--- config.mk ---
export PLATFORM = sky130hd
export DESIGN_NAME = adaptive_frame_skip_governor
export DESIGN_NICKNAME = d
export VERILOG_FILES = /design/src/hw/rtl/afsg_pkg.sv /design/src/hw/rtl/adaptive_frame_skip_governor.sv /design/src/hw/rtl/afsg_div.sv
export SDC_FILE = /design/constraint.sdc
export NUM_CORES = 1
export LEC_CHECK = 0
export ABC_AREA = 1
export BUFFER_PORTS_ARGS = -buffer_cell sky130_fd_sc_hd__buf_2
export CAP_MARGIN = 20
export CELL_PAD_IN_SITES_DETAIL_PLACEMENT = 0
export CELL_PAD_IN_SITES_GLOBAL_PLACEMENT = 1
export CORE_MARGIN = 2
export CORE_UTILIZATION = 25
export CTS_CLUSTER_SIZE = 20
export DETAILED_ROUTE_END_ITERATION = 10
export HOLD_SLACK_MARGIN = 0.15
export PLACE_DENSITY = 0.56
export RECOVER_POWER = 25
export SYNTH_ARGS = -nofsm -noshare
export SYNTH_HDL_FRONTEND = slang
export SYNTH_SLANG_ARGS = --single-unit
--- constraint.sdc ---
create_clock -name clock -period 10.1 [get_ports clock]
set_clock_uncertainty 0.15 [all_clocks]
set_input_delay 2.525 -clock clock [delete_from_list [all_inputs] [get_ports clock]]
set_output_delay 2.525 -clock clock [all_outputs]
set_load 0.01 [all_outputs]
--- src/hw/rtl/afsg_pkg.sv ---
// Package for the adaptive frame skip governor.
// Holds shared types and constants; no dependencies.
`default_nettype none

package afsg_pkg;

   localparam int unsigned DIV_WIDTH     = 32;
   localparam int unsigned DIV_CNT_WIDTH = $clog2(DIV_WIDTH);
   localparam int unsigned TARGET_WIDTH  = 31;
   localparam int unsigned LEVEL_WIDTH   = 6;
   localparam int unsigned PATTERN_BITS  = 5;
   localparam int unsigned PROD_WIDTH    = DIV_WIDTH + 7;

   localparam logic [TARGET_WIDTH-1:0] TARGET_RESET = 31'd1000000;
   localparam logic signed [LEVEL_WIDTH-1:0] LEVEL_MIN   = -6'sd25;
   localparam logic signed [LEVEL_WIDTH-1:0] LEVEL_FAST  = -6'sd1;
   localparam logic signed [LEVEL_WIDTH-1:0] LEVEL_RESET = 6'sd0;
   localparam logic [DIV_WIDTH-1:0] AUTO_PERIOD = 32'd12;
   localparam logic [DIV_WIDTH-1:0] SKIP_START  = 32'd4;
   localparam logic [PROD_WIDTH-1:0] PCT_SCALE  = 39'd100;

   // register indexes
   localparam logic REG_TARGET  = 1'b0;
   localparam logic REG_INITIAL = 1'b1;

   typedef struct packed {
      logic busy;
      logic done;
   } div_status_type;

endpackage

`default_nettype wire

--- src/hw/rtl/adaptive_frame_skip_governor.sv ---
// Adaptive frame skip governor: top level with sequencer and output register.
// Depends on afsg_pkg and afsg_div.
//
// One request word per frame end; one response word (skip flag and level) per request.
// A word needs a division only for a positive level past the fourth frame (frame count
// modulo level+1), or when the automatic mode re-evaluates the average (time sum over
// frame count); otherwise it is answered without one. Both divisions run on one shared
// 32-bit restoring divider at one quotient bit per cycle; a stalled response register adds
// its stall to the word in work. req_stall is high while a word is in work; a finished
// response may wait in the output register while the next request is taken. Writing
// initial_skip loads the level at once; writes are meant for idle periods only.
`default_nettype none

module adaptive_frame_skip_governor (
   input  wire logic                                     clock,
   input  wire logic                                     reset,
   input  wire logic                                     csr_wr_en,
   input  wire logic                                     csr_index,
   input  wire logic [afsg_pkg::TARGET_WIDTH-1:0]        csr_wdata,
   input  wire logic                                     req_valid,
   output logic                                          req_stall,
   input  wire logic                                     req_timer_valid,
   input  wire logic [afsg_pkg::DIV_WIDTH-1:0]           req_elapsed_ticks,
   output logic                                          rsp_valid,
   input  wire logic                                     rsp_stall,
   output logic                                          rsp_skip_frame,
   output logic signed [afsg_pkg::LEVEL_WIDTH-1:0]       rsp_skip_level
);

   typedef enum logic [2:0] {
      S_IDLE,
      S_LAUNCH_AVG,
      S_WAIT_AVG,
      S_MUL,
      S_CMP,
      S_SKIP,
      S_WAIT_MOD,
      S_FINISH
   } state_type;

   state_type                                   state_ff;
   logic [afsg_pkg::TARGET_WIDTH-1:0]           target_ff;
   logic signed [afsg_pkg::LEVEL_WIDTH-1:0]     level_ff;
   logic [afsg_pkg::DIV_WIDTH-1:0]              fc_ff, ts_ff, fs_ff, avg_ff;
   logic [afsg_pkg::PROD_WIDTH-1:0]             avg100_ff, fast_ff, slow_ff;
   logic                                        skip_ff;
   logic                                        rsp_valid_ff;
   logic                                        rsp_skip_ff;
   logic signed [afsg_pkg::LEVEL_WIDTH-1:0]     rsp_level_ff;

   logic [afsg_pkg::DIV_WIDTH-1:0]              fc_in, ts_in, fs_in;
   logic                                        adjust_in;
   logic                                        div_start;
   logic                                        mod_needed;
   logic [afsg_pkg::DIV_WIDTH-1:0]              div_dividend, div_divisor;
   logic [afsg_pkg::DIV_WIDTH-1:0]              div_quo, div_rem;
   afsg_pkg::div_status_type                    div_status;
   logic [afsg_pkg::PATTERN_BITS-1:0]           ruler, ruler_rev;
   logic [afsg_pkg::PATTERN_BITS:0]             level_mag;
   logic                                        neg_skip;
   logic [afsg_pkg::PROD_WIDTH-1:0]             avg_x, tgt_x;
   logic                                        out_free;

   // accept-time update of the counters
   always_comb begin
      fc_in = fc_ff + 1'b1;
      ts_in = ts_ff;
      fs_in = fs_ff;
      if (req_timer_valid) begin
         ts_in = ts_ff + req_elapsed_ticks;
         fs_in = fs_ff + 1'b1;
      end
      adjust_in = req_timer_valid && (level_ff < 0) && (fs_in > afsg_pkg::AUTO_PERIOD);
   end

   // ruler pattern: lowest changing bits of the counter, bit-reversed
   always_comb begin
      ruler = fc_ff[afsg_pkg::PATTERN_BITS-1:0] ^ fc_in[afsg_pkg::PATTERN_BITS-1:0];
      for (int i = 0; i < int'(afsg_pkg::PATTERN_BITS); i++) begin
         ruler_rev[afsg_pkg::PATTERN_BITS-1-i] = ruler[i];
      end
      level_mag = -level_ff;
      neg_skip  = {1'b0, ruler_rev} < level_mag;
   end

   assign mod_needed = (level_ff > 0) && (fc_ff > afsg_pkg::SKIP_START);
   assign div_start  = (state_ff == S_LAUNCH_AVG) || ((state_ff == S_SKIP) && mod_needed);

   always_comb begin
      if (state_ff == S_LAUNCH_AVG) begin
         div_dividend = ts_ff;
         div_divisor  = fs_ff;
      end else begin
         div_dividend = fc_ff;
         div_divisor  = afsg_pkg::DIV_WIDTH'(level_ff) + 1'b1;
      end
   end

   assign avg_x    = afsg_pkg::PROD_WIDTH'(avg_ff);
   assign tgt_x    = afsg_pkg::PROD_WIDTH'(target_ff);
   assign out_free = !rsp_valid_ff || !rsp_stall;

   afsg_div u_div (
      .clock     (clock),
      .reset     (reset),
      .start     (div_start),
      .dividend  (div_dividend),
      .divisor   (div_divisor),
      .quotient  (div_quo),
      .remainder (div_rem),
      .status    (div_status)
   );

   always_ff @(posedge clock) begin
      if (reset) begin
         state_ff     <= S_IDLE;
         target_ff    <= afsg_pkg::TARGET_RESET;
         level_ff     <= afsg_pkg::LEVEL_RESET;
         fc_ff        <= '0;
         ts_ff        <= '0;
         fs_ff        <= '0;
         rsp_valid_ff <= 1'b0;
      end else begin
         // a word handed on in the finishing state is replaced there, not cleared
         if (rsp_valid_ff && !rsp_stall && (state_ff != S_FINISH)) begin
            rsp_valid_ff <= 1'b0;
         end
         if (csr_wr_en) begin
            unique case (csr_index)
               afsg_pkg::REG_TARGET:  target_ff <= csr_wdata;
               afsg_pkg::REG_INITIAL: level_ff  <= csr_wdata[afsg_pkg::LEVEL_WIDTH-1:0];
               default: ;
            endcase
         end
         unique case (state_ff)
            S_IDLE: begin
               if (req_valid) begin
                  fc_ff    <= fc_in;
                  ts_ff    <= ts_in;
                  fs_ff    <= fs_in;
                  state_ff <= adjust_in ? S_LAUNCH_AVG : S_SKIP;
               end
            end
            S_LAUNCH_AVG: state_ff <= S_WAIT_AVG;
            S_WAIT_AVG: begin
               if (div_status.done) begin
                  avg_ff   <= div_quo;
                  ts_ff    <= '0;
                  fs_ff    <= '0;
                  state_ff <= S_MUL;
               end
            end
            S_MUL: begin
               avg100_ff <= (avg_x << 6) + (avg_x << 5) + (avg_x << 2);
               fast_ff   <= (tgt_x << 6) + (tgt_x << 5) - tgt_x;
               slow_ff   <= (tgt_x << 6) + (tgt_x << 5) + (tgt_x << 3) + tgt_x;
               state_ff  <= S_CMP;
            end
            S_CMP: begin
               // avg < floor(95t/100) <=> 100*(avg+1) <= 95t; avg > floor(105t/100) <=> 105t < 100*avg
               if ((avg100_ff + afsg_pkg::PCT_SCALE <= fast_ff) &&
                   (level_ff < afsg_pkg::LEVEL_FAST)) begin
                  level_ff <= level_ff + 6'sd1;
               end else if ((slow_ff < avg100_ff) && (level_ff > afsg_pkg::LEVEL_MIN)) begin
                  level_ff <= level_ff - 6'sd1;
               end
               state_ff <= S_SKIP;
            end
            S_SKIP: begin
               if (mod_needed) begin
                  state_ff <= S_WAIT_MOD;
               end else begin
                  skip_ff  <= (level_ff < 0) && (fc_ff > afsg_pkg::SKIP_START) && neg_skip;
                  state_ff <= S_FINISH;
               end
            end
            S_WAIT_MOD: begin
               if (div_status.done) begin
                  skip_ff  <= (div_rem != '0);
                  state_ff <= S_FINISH;
               end
            end
            S_FINISH: begin
               if (out_free) begin
                  rsp_valid_ff <= 1'b1;
                  rsp_skip_ff  <= skip_ff;
                  rsp_level_ff <= level_ff;
                  state_ff     <= S_IDLE;
               end
            end
            default: state_ff <= S_IDLE;
         endcase
      end
   end

   assign req_stall      = (state_ff != S_IDLE);
   assign rsp_valid      = rsp_valid_ff;
   assign rsp_skip_frame = rsp_skip_ff;
   assign rsp_skip_level = rsp_level_ff;

   // divider is never restarted mid-division
   a_div_start_idle: assert property (@(posedge clock) disable iff (reset)
      div_start |-> !div_status.busy)
      else $error("divider started while busy");

   // a division result only turns up while the sequencer waits for it
   a_div_done_wait: assert property (@(posedge clock) disable iff (reset)
      div_status.done |-> (state_ff == S_WAIT_AVG || state_ff == S_WAIT_MOD))
      else $error("divider result with no waiting state");

   // the running sum is cleared once the average is taken
   a_sum_cleared: assert property (@(posedge clock) disable iff (reset)
      (state_ff == S_WAIT_AVG && div_status.done) |=> (ts_ff == '0 && fs_ff == '0))
      else $error("running sum not cleared after evaluation");

   // the governor never steps an in-range level below the slowest setting
   a_level_floor: assert property (@(posedge clock) disable iff (reset)
      (state_ff == S_CMP && level_ff >= afsg_pkg::LEVEL_MIN) |=>
         (level_ff >= afsg_pkg::LEVEL_MIN))
      else $error("level stepped below floor");

   // a pending response is never overwritten
   a_no_overwrite: assert property (@(posedge clock) disable iff (reset)
      (rsp_valid_ff && rsp_stall) |-> !(state_ff == S_FINISH && out_free))
      else $error("response overwritten while stalled");

endmodule

`default_nettype wire

--- src/hw/rtl/afsg_div.sv ---
// Shared restoring divider, one quotient bit per cycle.
// Depends on afsg_pkg.
`default_nettype none

module afsg_div (
   input  wire logic                            clock,
   input  wire logic                            reset,
   input  wire logic                            start,
   input  wire logic [afsg_pkg::DIV_WIDTH-1:0]  dividend,
   input  wire logic [afsg_pkg::DIV_WIDTH-1:0]  divisor,
   output logic [afsg_pkg::DIV_WIDTH-1:0]       quotient,
   output logic [afsg_pkg::DIV_WIDTH-1:0]       remainder,
   output afsg_pkg::div_status_type             status
);

   logic [afsg_pkg::DIV_WIDTH-1:0]     rem_ff, rem_in;
   logic [afsg_pkg::DIV_WIDTH-1:0]     quo_ff, quo_in;
   logic [afsg_pkg::DIV_WIDTH-1:0]     dsr_ff;
   logic [afsg_pkg::DIV_CNT_WIDTH-1:0] cnt_ff;
   logic                               busy_ff, done_ff;
   logic [afsg_pkg::DIV_WIDTH:0]       rem_sh, rem_sub;

   always_comb begin
      rem_sh  = {rem_ff, quo_ff[afsg_pkg::DIV_WIDTH-1]};
      rem_sub = rem_sh - {1'b0, dsr_ff};
      if (!rem_sub[afsg_pkg::DIV_WIDTH]) begin
         rem_in = rem_sub[afsg_pkg::DIV_WIDTH-1:0];
         quo_in = {quo_ff[afsg_pkg::DIV_WIDTH-2:0], 1'b1};
      end else begin
         rem_in = rem_sh[afsg_pkg::DIV_WIDTH-1:0];
         quo_in = {quo_ff[afsg_pkg::DIV_WIDTH-2:0], 1'b0};
      end
   end

   always_ff @(posedge clock) begin
      if (reset) begin
         busy_ff <= 1'b0;
         done_ff <= 1'b0;
         cnt_ff  <= '0;
      end else begin
         done_ff <= 1'b0;
         if (start) begin
            rem_ff  <= '0;
            quo_ff  <= dividend;
            dsr_ff  <= divisor;
            cnt_ff  <= '1;
            busy_ff <= 1'b1;
         end else if (busy_ff) begin
            rem_ff <= rem_in;
            quo_ff <= quo_in;
            cnt_ff <= cnt_ff - 1'b1;
            if (cnt_ff == '0) begin
               busy_ff <= 1'b0;
               done_ff <= 1'b1;
            end
         end
      end
   end

   assign quotient    = quo_ff;
   assign remainder   = rem_ff;
   assign status.busy = busy_ff;
   assign status.done = done_ff;

endmodule

`default_nettype wire
==> impl_metrics.toml <==
[clock_tree]
cts_tree = "yes"
cts_resized = 0
clk_latency_ps = 650
cts.clk_slew.worst_paths_ps = 60
clockBufferDepth = 3
ctsHoldBuffers = 0
cts_max_level = 2
cts.sinks = 393
cts-buffers-inserted = 50
cts_root_buf = "clkbuf_16"
post_cts_buffers = 0

[timing]
post-route-period-util = 0.614
max-slew-margin-rel = -0.949
final.setup.tns_ps = 0
slew_violations = 198
worst_pin_slew_ps = 2920
period_needed_ps = 6200
hold_violations = 0
final.setup.worst_slack_ps = 3900
rsz0062_at_grt = "no"
setup_viol = 0
fmax_ghz = 0.161

[drt]
post_drt_wl_per_cell_um = 16.9
postRouteWirelength_um = 97300
drt_iter0_markers = 1496
drcViolationCount = 0
wl_met2_um = 43500
wl_met3_um = 3160
num_vias = 26254
highest_layer = "met4"
firstDrtPassIters = 5
antenna_left = 0
met1_length_um = 49000
vias_per_cell = 4.56

[floorplanning]
die-area_um2 = 126000
die_height_um = 355
rows = 128
coreArea_um2 = 122000
dieWidth_um = 355
start_util = 0.253
io_pins = 79

[min_path]
hold_path.class = "flip-flop to flip-flop"

[setup_path]
worst-path-max-fanout = 64
worstPathRequired_ps = 10220
max_stage_delay_ps = 2100
critical_path.startpoint_type = "input pin"
worstSetupPathType = "input pin to flip-flop"
crit_chain = "clkbuf_1 > clkbuf_1 > buf_4 > nor2_1 > inv_1 > nand2_2 > buf_4"
critPathSlowestCell = "clkbuf_1"
endpoint_kind = "flip-flop"
cp.arrival_ps = 6320

[placed_design]
place_ws_ps = 4980
dpl.cell_count = 5662
dp_hpwl_um = 79400
numPortBuffers = 78
routabilityCongestion = 0.840

[run_status]
violations = "max-capacitance violations, max-slew violations"
status = "finished, violations left"

[yosys]
seq_area_frac_synth = 0.336
synth_flop_cell = "edfxtp_1"
synth-seq-cells = 393
ys.warnings.count = 0
syn_inst = 4012
async_flop_share = 0
synthDistinctLibCells = 64
syn_nets = 4427
syn_area_per_cell_um2 = 7.68
syn_area_um2 = 30800
synth_edf_count = 249

[cells_and_area]
stdcell_count = 5758
drive_gt1_frac = 0.0617
nets = 4505
area_growth_pct = 13.1

[grt]
grt_remaining_overflow = 0
antenna_found_initial = 0
grtUsageTotal = 0.152
grt_max_degree = 77
grt_pass1_wl_um = 151000
first_global_vias = 25639

[job]
max_cap_violations = 4

[power_and_ir_drop]
p_leak_nw = 15.0
cellPowerDensity_nw_per_um2 = 200
irDropWorstVdd_uv = 117
==> stage by stage <==
stage	cell area (um^2)	hold WS [ps]	power (mW)	utilization
2_1_floorplan	30800	250	4.27	-
3_3_place_gp	33100	253	5.13	0.271
3_5_place_dp	33100	256	5.13	0.271
4_1_cts	34900	270	7.11	0.286
5_1_grt	34900	292	7.53	0.286
6_report	34900	268	6.99	0.286
==> cells by family after synthesis <==
kind of cell	count (synthesis)	synth area share
buffers and inverters	642	0.0803
adder cells (fa/ha/maj)	345	0.154
flip-flops	393	0.336
AND/OR/NAND/NOR	1611	0.224
AO/OA/AOI/OAI	818	0.147
XOR/XNOR	203	0.0577
==> path summary, 6_finish.rpt <==
kind                                               start                            to  slack (ps)  cells past startpoint
worst min register to register         skip_ff$_DFFE_PP_      rsp_skip_frame$_DFFE_PP_         270                      0
worst max-delay path                               reset  u_div.quotient[15]$_DFFE_PP_        3900                      7
worst max register to register  state_ff[1]$_SDFFE_PP0P_  u_div.quotient[15]$_DFFE_PP_        4850                     14
worst min-delay path                   skip_ff$_DFFE_PP_      rsp_skip_frame$_DFFE_PP_         270                      0
==> metal layers <==
metal / track usage / vias to the layer above
met2: 0.244 / 395
met1: 0.221 / 12138
met5: 0 / -
met4: 0.0285 / 0
li1: - / 13636
met3: 0.0187 / 85
==> final cells by class <==
cell class	count	area (um^2)
multi-input cells	2977	18000
repair buffers	95	522
clock inverters	32	428
diodes	1	2.50
flip-flops and latches	393	10400
clock buffers	62	1350
fillers	13486	87200
inverters	573	2150
well taps	1625	2030
==> where the power goes <==
part           internal [mW]  switching [mW]
logic                  0.930            1.87
clock network           1.14           0.797
registers               2.08           0.175
==> registers in the layout, summed over array words and instances (netlist names), 31 cells and up <==
name	flops
slow_ff	37
fast_ff	39
u_div.quotient	32
ts_ff	32
avg100_ff	37
u_div.remainder	32
u_div.dsr_ff	32
fs_ff	32
fc_ff	32
target_ff	31
avg_ff	32
==> cell usage in the layout (no fill, tap or decap), types with 8 or more instances in the layout <==
cell type  count
nand2_1      894
buf_2         77
fa_1          59
nand3b_1      11
xnor2_1       50
inv_1        565
a31oi_1       67
nor3_1        63
nor2_2        15
nor2_1       333
o21ai_0      230
nor4_1        28
or2_2         17
a21o_1        25
nand4_1       58
buf_4         12
dfxtp_1      144
clkbuf_16     50
o211ai_1      21
clkbuf_1      12
nand3_1      145
a21boi_0      20
xor2_1       153
a21oi_1      383
o21ai_1       13
ha_1         286
o21bai_1      21
edfxtp_1     249
nand2_2        8
nor3_2         8
==> Yosys cell counts, types with 25 or more instances <==
library cell,number,share of area
nand2_1,895,0.11
a31oi_1,67,0.014
nand4_1,58,0.012
xnor2_1,50,0.014
nor2_1,337,0.041
fa_1,59,0.038
nor4_1,28,0.0057
nor3_1,65,0.011
clkbuf_1,54,0.0066
inv_1,566,0.069
nand3_1,145,0.024
o21ai_0,228,0.037
ha_1,286,0.12
dfxtp_1,144,0.094
xor2_1,153,0.043
a21oi_1,383,0.062
edfxtp_1,249,0.24
a21o_1,25,0.0061
==> worst max-delay path, delay by kind of cell <==
family	cells	cell delay (ps)
and+or+nand+nor	2	170
buffers and inverters	5	3500
Power figures use the tool's default switching activity.
